**src/rtl/uwo_pkg.sv**
```systemverilog
package uwo_pkg;

   // Table geometry and voice count.
   localparam int TABLE_BITS = 11;
   localparam int TABLE_LEN = 1 << TABLE_BITS;
   localparam int FRAC_BITS = 32 - TABLE_BITS;
   localparam int VOICES = 6;
   localparam int NUM_INC_REGS = 6;
   localparam int VIDX_W = (VOICES > 1) ? $clog2(VOICES) : 1;

   // Field and register widths.
   localparam int PHASE_W = 32;
   localparam int SAMPLE_W = 16;
   localparam int WAVE_W = 2;
   localparam int VCNT_W = 3;
   localparam int CSR_DATA_W = 32;
   localparam int CSR_ADDR_W = 5;
   localparam int REG_IDX_W = 3;

   // Accumulator: one voice value is SAMPLE_W + FRAC_BITS bits, up to six are summed.
   localparam int VSUM_BITS = 3;
   localparam int ACC_W = SAMPLE_W + FRAC_BITS + VSUM_BITS;
   localparam int DIFF_W = SAMPLE_W + 1;

   // Averaging divider: four quotient bits per cycle.
   localparam int SUMQ_W = ACC_W - FRAC_BITS;
   localparam int DIV_STEPS = 4;
   localparam int DIVD_W = ((SUMQ_W + DIV_STEPS - 1) / DIV_STEPS) * DIV_STEPS;
   localparam int DIV_CYCLES = DIVD_W / DIV_STEPS;
   localparam int DIV_CNT_W = $clog2(DIV_CYCLES + 1);
   localparam int BIAS_SHIFT = SAMPLE_W - 1;

   // Sine builder arithmetic, Q30 values.
   localparam int SIN_W = 31;
   localparam int SIN_FRAC = 30;
   localparam logic [SIN_W-1:0] SIN_C1 = SIN_W'(1686629713);
   localparam logic [SIN_W-1:0] SIN_C3 = SIN_W'(693598669);
   localparam logic [SIN_W-1:0] SIN_C5 = SIN_W'(85569306);
   localparam logic [SIN_W-1:0] SIN_C7 = SIN_W'(5026995);
   localparam logic [SIN_W-1:0] SIN_C9 = SIN_W'(172272);
   localparam logic [SIN_W-1:0] SINE_AMP = SIN_W'(32767);
   localparam logic [1:0] COEF_LAST = 2'd3;

   // Sample limits.
   localparam logic [SAMPLE_W-1:0] SAMPLE_MAX = 16'h7fff;
   localparam logic [SAMPLE_W-1:0] SAMPLE_MIN = 16'h8000;
   localparam logic [SAMPLE_W-1:0] SIGN_FLIP = 16'h8000;

   // Waveform codes.
   localparam logic [WAVE_W-1:0] WAVE_SAW = 2'd0;
   localparam logic [WAVE_W-1:0] WAVE_SQUARE = 2'd1;

   // Register indexes.
   localparam logic [REG_IDX_W-1:0] REG_WAVEFORM = 3'd0;
   localparam logic [REG_IDX_W-1:0] REG_VOICE_COUNT = 3'd1;
   localparam logic [REG_IDX_W-1:0] REG_INC0 = 3'd2;

   typedef logic [VOICES-1:0][PHASE_W-1:0] voice_word_type;

   // Table builder operations.
   typedef enum logic [3:0] {
      BOP_IDLE = 4'd0,
      BOP_LOAD_X = 4'd1,
      BOP_SQUARE = 4'd2,
      BOP_SAVE_X2 = 4'd3,
      BOP_MUL_X2 = 4'd4,
      BOP_COEF = 4'd5,
      BOP_MUL_X = 4'd6,
      BOP_SCALE = 4'd7,
      BOP_WRITE = 4'd8
   } bld_op_type;

   // Commands from the controller to the datapath.
   typedef struct packed {
      logic accept;
      logic issue;
      logic [VIDX_W-1:0] voice;
      logic div_start;
      logic load_out;
      logic bld_clear;
      bld_op_type bld_op;
      logic [1:0] coef_sel;
   } cmd_type;

   // Status from the datapath to the controller.
   typedef struct packed {
      logic bld_last;
      logic bld_sine;
      logic pipe_busy;
      logic div_done;
      logic out_free;
   } stat_type;

   // Active voice count: zero acts as one, values above VOICES act as VOICES.
   function automatic logic [VCNT_W-1:0] clamp_voices(input logic [VCNT_W-1:0] vc);
      logic [VCNT_W-1:0] r;
      if (vc == '0) begin
         r = VCNT_W'(1);
      end else if (vc > VCNT_W'(VOICES)) begin
         r = VCNT_W'(VOICES);
      end else begin
         r = vc;
      end
      return r;
   endfunction

   // Horner coefficients after the first one, from x^7 down to x^1.
   function automatic logic [SIN_W-1:0] sin_coef(input logic [1:0] sel);
      logic [SIN_W-1:0] c;
      case (sel)
         2'd0: c = SIN_C7;
         2'd1: c = SIN_C5;
         2'd2: c = SIN_C3;
         default: c = SIN_C1;
      endcase
      return c;
   endfunction

endpackage

```
**src/rtl/uwo_ctrl.sv**
```systemverilog
module uwo_ctrl (
   input  logic clock,
   input  logic reset,
   input  logic req_tvalid,
   output logic req_tready,
   input  logic rebuild,
   input  logic [uwo_pkg::VCNT_W-1:0] active,
   input  uwo_pkg::stat_type stat,
   output uwo_pkg::cmd_type cmd
);
   import uwo_pkg::*;

   typedef enum logic [12:0] {
      ST_IDLE = 13'b0000000000001,
      ST_ISSUE = 13'b0000000000010,
      ST_DRAIN = 13'b0000000000100,
      ST_DIVIDE = 13'b0000000001000,
      ST_FINISH = 13'b0000000010000,
      ST_BX = 13'b0000000100000,
      ST_BSQ = 13'b0000001000000,
      ST_BX2 = 13'b0000010000000,
      ST_BMUL = 13'b0000100000000,
      ST_BCOEF = 13'b0001000000000,
      ST_BMULX = 13'b0010000000000,
      ST_BSCALE = 13'b0100000000000,
      ST_BWRITE = 13'b1000000000000
   } state_type;

   state_type state_ff, state_in;
   logic [VIDX_W-1:0] vidx_ff, vidx_in;
   logic [1:0] coef_ff, coef_in;

   // Next state and datapath commands.
   always_comb begin
      state_in = state_ff;
      vidx_in = vidx_ff;
      coef_in = coef_ff;
      req_tready = 1'b0;
      cmd = '0;
      cmd.bld_op = BOP_IDLE;
      cmd.voice = vidx_ff;
      cmd.coef_sel = coef_ff;
      case (state_ff)
         ST_IDLE: begin
            req_tready = 1'b1;
            if (req_tvalid) begin
               cmd.accept = 1'b1;
               vidx_in = '0;
               state_in = ST_ISSUE;
            end
         end
         ST_ISSUE: begin
            cmd.issue = 1'b1;
            if (VCNT_W'(vidx_ff) == active - VCNT_W'(1)) begin
               state_in = ST_DRAIN;
            end else begin
               vidx_in = vidx_ff + VIDX_W'(1);
            end
         end
         ST_DRAIN: begin
            if (!stat.pipe_busy) begin
               cmd.div_start = 1'b1;
               state_in = ST_DIVIDE;
            end
         end
         ST_DIVIDE: begin
            if (stat.div_done) begin
               state_in = ST_FINISH;
            end
         end
         ST_FINISH: begin
            if (stat.out_free) begin
               cmd.load_out = 1'b1;
               state_in = ST_IDLE;
            end
         end
         ST_BX: begin
            cmd.bld_op = BOP_LOAD_X;
            state_in = stat.bld_sine ? ST_BSQ : ST_BWRITE;
         end
         ST_BSQ: begin
            cmd.bld_op = BOP_SQUARE;
            state_in = ST_BX2;
         end
         ST_BX2: begin
            cmd.bld_op = BOP_SAVE_X2;
            coef_in = '0;
            state_in = ST_BMUL;
         end
         ST_BMUL: begin
            cmd.bld_op = BOP_MUL_X2;
            state_in = ST_BCOEF;
         end
         ST_BCOEF: begin
            cmd.bld_op = BOP_COEF;
            if (coef_ff == COEF_LAST) begin
               state_in = ST_BMULX;
            end else begin
               coef_in = coef_ff + 2'd1;
               state_in = ST_BMUL;
            end
         end
         ST_BMULX: begin
            cmd.bld_op = BOP_MUL_X;
            state_in = ST_BSCALE;
         end
         ST_BSCALE: begin
            cmd.bld_op = BOP_SCALE;
            state_in = ST_BWRITE;
         end
         ST_BWRITE: begin
            cmd.bld_op = BOP_WRITE;
            state_in = stat.bld_last ? ST_IDLE : ST_BX;
         end
         default: begin
            state_in = ST_IDLE;
         end
      endcase

      // A waveform write restarts the table sweep and holds off new transactions.
      if (rebuild) begin
         req_tready = 1'b0;
         cmd.accept = 1'b0;
         cmd.bld_op = BOP_IDLE;
         cmd.bld_clear = 1'b1;
         state_in = ST_BX;
      end
   end

   always_ff @(posedge clock) begin
      if (reset) begin
         state_ff <= ST_BX;
         vidx_ff <= '0;
         coef_ff <= '0;
      end else begin
         state_ff <= state_in;
         vidx_ff <= vidx_in;
         coef_ff <= coef_in;
      end
   end

endmodule

```
**config.mk**
```make
export PLATFORM = sky130hd
export DESIGN_NAME = uwo_ctrl
export DESIGN_NICKNAME = d
export VERILOG_FILES = /design/src/rtl/uwo_pkg.sv /design/src/rtl/uwo_ctrl.sv
export SDC_FILE = /design/constraint.sdc
export NUM_CORES = 1
export LEC_CHECK = 0
export BUFFER_PORTS_ARGS = -buffer_cell sky130_fd_sc_hd__buf_2
export CORE_ASPECT_RATIO = 1.5
export CORE_MARGIN = 5
export CORE_UTILIZATION = 53
export CTS_BUF_LIST = sky130_fd_sc_hd__clkbuf_16
export CTS_CLUSTER_DIAMETER = 200
export CTS_CLUSTER_SIZE = 8
export DETAILED_ROUTE_END_ITERATION = 10
export PLACE_DENSITY = 0.87
export SYNTH_ARGS = -nofsm -noshare
export SYNTH_HDL_FRONTEND = slang
export SYNTH_SLANG_ARGS = --single-unit
```
**constraint.sdc**
```tcl
create_clock -name clock -period 2.6 [get_ports clock]
set_input_delay 0.13 -clock clock [delete_from_list [all_inputs] [get_ports clock]]
set_output_delay 0.13 -clock clock [all_outputs]
set_load 0.02 [all_outputs]
```
* Word level (Yosys, flattened, before mapping)
Cells that the tools add are included.
** Word-level totals
- Flip-flop bits (word level) :: 18
- Word-level logic and storage cells :: 60
- Bits in latches :: 0
- RAM bits :: 0
- Output and inout port bits :: 15
- ROM bits :: 0
- Memories :: 0
** Cells by class
- Mux-type cells :: 26
- Bitwise gates (word level) :: 0
- Order comparisons :: 0
- Reduce and logical (&&, ||, !) cells :: 6
- Eq/ne operators :: 22
- Add/subtract/negate cells :: 3
- Shift-type cells :: 0
- Div/mod/pow operators :: 0
- Multiply operators :: 0
** Operator list (count)
- $pmux W13 S13 :: 1
- $mux W13 :: 6
- $pmux W4 S8 :: 1
- $ne A2 B2 Y1 const B :: 7
- $eq A13 B1 Y1 const B :: 1
- $eq A13 B10 Y1 const B :: 1
- $eq A13 B11 Y1 const B :: 1
- $eq A13 B12 Y1 const B :: 1
- $eq A13 B13 Y1 const B :: 1
- $eq A13 B2 Y1 const B :: 1
- $eq A13 B3 Y1 const B :: 1
- $eq A13 B4 Y1 const B :: 1
- $eq A13 B5 Y1 const B :: 1
- $eq A13 B6 Y1 const B :: 1
- $eq A13 B7 Y1 const B :: 1
- $eq A13 B8 Y1 const B :: 1
- $eq A13 B9 Y1 const B :: 1
- $mux W11 :: 1
- $mux W1 :: 10
- $mux W3 :: 2
- $mux W6 :: 1
- $pmux W3 S2 :: 1
- $mux W5 :: 1
- $reduce_and A5 Y1 :: 1
- 11 further kinds :: 12

* Depth between registers and ports, before layout
- Depth in word-level cells :: 4
- Mapped depth :: 7
- Mapped depth without buffers :: 7

* Worst setup path before layout
OpenSTA, ideal clock, no wires.
- Kind :: register -> register
- From :: reg state_ff[7]
- To :: reg state_ff[3]
- Path slack :: 433 ps
- Arrival time :: 2107 ps
- Stages on the path, launching flop included :: 7
- Library setup time :: 60 ps
- Cell sequence :: dfxtp_1 > clkbuf_1 > or4_4 > nor3_4 > nand2_1 > nor3b_1 > o21a_1
** On the way
- Longest elaborated chain between the ends :: 3
- Elaborated cells on any way between the ends :: 20
- Classes of those cells :: 18 x eq/ne; 1 x mux; 1 x reduce/logical
** RTL lines
- start, declared :: RTL line uwo_ctrl.sv:29 : state_type state_ff, state_in;
- start signal, assigned :: RTL line uwo_ctrl.sv:136 : state_ff <= state_in;
- $eq A13 B2 Y1, or another cell as far along :: RTL line uwo_ctrl.sv:43 : case (state_ff)
- $ne A2 B2 Y1 (no source line)
- $reduce_and A5 Y1 (no source line)
Parallel ways exist; a longest one is shown, timed or not.
A chain may end at the register's enable or synchronous reset.

==> results.sh <==
export IMPL_top_usage_layer="met2"
export IMPL_critPathMaxFanout=7
export IMPL_ant_nets=0
export IMPL_power_switching_mw=0.167
export IMPL_hold_viol_final=0
export IMPL_worst_path_buf_inv=1
export IMPL_htree_levels=1
export IMPL_tns_ns=0
export IMPL_synthArstFlopShare_pct=0
export IMPL_hpwl_microns=2440
export IMPL_p_per_area_nw_per_um2=468
export IMPL_vias_per_cell=6.25
export IMPL_dp_slack_ns=0.423
export IMPL_seqPwrFrac_pct=41.8
export IMPL_yosysMostFrequentCell="dfxtp_1"
export IMPL_synth_ff_type="dfxtp_1"
export IMPL_clockBufferDepth=2
export IMPL_syn_area_per_cell_sq_um=8.71
export IMPL_power_clock_fraction_pct=46.0
export IMPL_clock_fmax_ghz=0.410
export IMPL_cts_root_buf="clkbuf_16"
export IMPL_crit_cells=6
export IMPL_status="finished clean"
export IMPL_max_vdd_ir_drop_mv=0.353
export IMPL_hold_depth=2
export IMPL_yosysWarnings=0
export IMPL_setup_ws_ns=0.162
export IMPL_worst_pin_slew_ns=0.641
export IMPL_use_met3_pct=4.30
export IMPL_gp_routability_congestion=0.885
export IMPL_die_w_microns=49.7
export IMPL_grt_pass1_wl_microns=5480
export IMPL_post_route_period_util_pct=93.8
export IMPL_hold_buffers=0
export IMPL_initial_core_util_pct=55.5
export IMPL_syn_inst=144
export IMPL_fill_cells=199
export IMPL_slew_violations=0
export IMPL_crit_arrival_ns=2.31
export IMPL_cts_reportedPaths_clkPinSlew_ns=0.05
export IMPL_cts_buffers=3
export IMPL_switching_share_pct=24.3
export IMPL_power_frac_comb_pct=12.2
export IMPL_start_kind="flop"
export IMPL_coreArea_sq_um=2260
export IMPL_cp_slowest_stage_delay_ns=0.74
export IMPL_cts_setup_buffers=0
export IMPL_grt_pass1_vias=1186
export IMPL_ioPinCount=27
export IMPL_cts_resized_gates=0
export IMPL_drt_iter0_drc=55
export IMPL_hold_path_startpoint="stat[4]"
export IMPL_netlist_area_sq_um=1250
export IMPL_synthTopCellsByArea="dfxtp_1 (29%), nor2_1 (4.5%), nor4b_1 (4.2%)"
export IMPL_drive_above_1_share_pct=25.6
export IMPL_grtUsageTotal_pct=19.8
export IMPL_p_int_mw=0.520
export IMPL_wl_per_cell_microns=16.6
export IMPL_wl_microns=3170
export IMPL_yosysSeqAreaShare_pct=28.7
export IMPL_cts_tree="done"
export IMPL_synth_top_area_share_pct=28.7
export IMPL_firstDrtPassIters=4
export IMPL_cpLargestDelayFamily="simple AND/OR/NAND/NOR gates"
export IMPL_min_period_ns=2.44
export IMPL_nNetsFinal=184
export IMPL_setup_viol=0
export IMPL_drc_errors=0
export IMPL_ff2ff_path_depth=5
export IMPL_grt_met2_usage_pct=32.7
export IMPL_clkLatencyLatePin_ns=0.25
export IMPL_rsz0062_at_grt="no"
export IMPL_timing_rr_start="state_ff[8]"
export IMPL_synth_fp_nets=159
export IMPL_slew_headroom_pct=56.7
export IMPL_path_class="flop to primary output"
export IMPL_rows=21
export IMPL_yosys_top_cells_count="dfxtp_1 (18), nor2_1 (15), nand3_1 (9)"
export IMPL_crit_chain="or4_1 > nor2_1 > nand2b_1 > a211oi_1 > o31a_1 > buf_2"
export IMPL_leakage_nw=0.591
export IMPL_num_vias=1193
export IMPL_drv_cap=0
export IMPL_use_met1_pct=21.8
export IMPL_synth_edff_count=0
export IMPL_cp_end_kind="primary output"
export IMPL_crit_path_top_delay_cell="or4_1"
export IMPL_startpoint="state_ff[8]"
export IMPL_fp_dieArea_sq_um=3460
export IMPL_grt_max_degree=12
export IMPL_ys_types=55
export IMPL_timing_hold_ws_ns=0.102
export IMPL_required_ns=2.47
export IMPL_die_h_microns=69.6
export IMPL_antenna_found_initial=0
export IMPL_cts_sinks=18
export IMPL_num_antenna_cells=0
export IMPL_syn2layout_area_growth_pct=16.9
export IMPL_fin_skew_ns=0.00115
export IMPL_ys_ff_latch=18
export IMPL_port_buffers=26
export IMPL_yosysTopAreaCell="dfxtp_1"
export IMPL_grt_overflow=0
export IMPL_hold_path_class="input pin to flop"
[through the flow]
step	area, sq um	cells	power (mW)	utilization [%]
6_report	1470	191	0.687	65.0
5_1_grt	1470	191	0.713	65.0
4_1_cts	1460	191	0.686	64.7
3_5_place_dp	1380	187	0.374	61.2
3_3_place_gp	1380	187	0.372	61.2
2_1_floorplan	1250	144	0.350	-
[power by group through the flow]
stage	clock (mW)	combinational [mW]	sequential, mW
floorplan	0	0.0619	0.288
global placement	0	0.0795	0.292
detailed placement	0	0.0821	0.292
CTS	0.317	0.0827	0.287
global route	0.334	0.0919	0.288
finish	0.316	0.0839	0.287
[final timing paths]
check	slack, ns	endpoint
setup / recovery	0.16	cmd[2]
hold reg to reg	0.53	vidx_ff[1]
setup reg to reg	0.38	state_ff[7]
hold / removal	0.10	state_ff[5]
[final cells by class]
type                    instances  area (sq um)  share of cell area, %
clock buffers                   3          75.1                   5.12
multi-input cells             114           847                   57.7
repair buffers                 26           130                   8.87
well taps                      23          28.8                   1.96
inverters                       6          22.5                   1.53
clock inverters                 1          3.75                  0.256
flip-flops and latches         18           360                   24.6
[layer usage]
layer  part of all wire, %  up-vias
met5                     0        -
met4                   4.1        0
met3                   5.1        9
met2                    52       40
met1                    39      554
li1                      -      590
[cells in the final DEF (no fill, tap or decap), drive strengths merged, types with 2 or more instances in the layout]
cell	count
buf	26
dfxtp	18
nor2	15
nand3	9
nor4b	7
inv	6
nand2	6
nand2b	6
nor3	6
xor2	5
a21oi	5
or4	5
o21ai	5
nor4	5
nor2b	4
ha	3
clkbuf	3
a32oi	3
xnor2	2
a211oi	2
and2	2
or4b	2
a21boi	2
[state kept, by name, indices dropped and copies added, names as in the netlist]
register  cells
vidx_ff       3
state_ff     13
coef_ff       2
[logic make-up (layout without fill, tap and decap cells)]
family                     Yosys count  count (layout)  share of synthesized area (%)
AOI/OAI and AO/OA                   27              27                           16.2
xor gates and xnor gates             8               8                           6.68
adders and majority gates            3               3                           2.99
buffers and inverters               12              36                           4.19
DFF                                 18              18                           28.7
muxes                                1               1                          0.798
and+or+nand+nor                     75              75                           40.5
No activity file was read; power rests on OpenSTA's default activity.
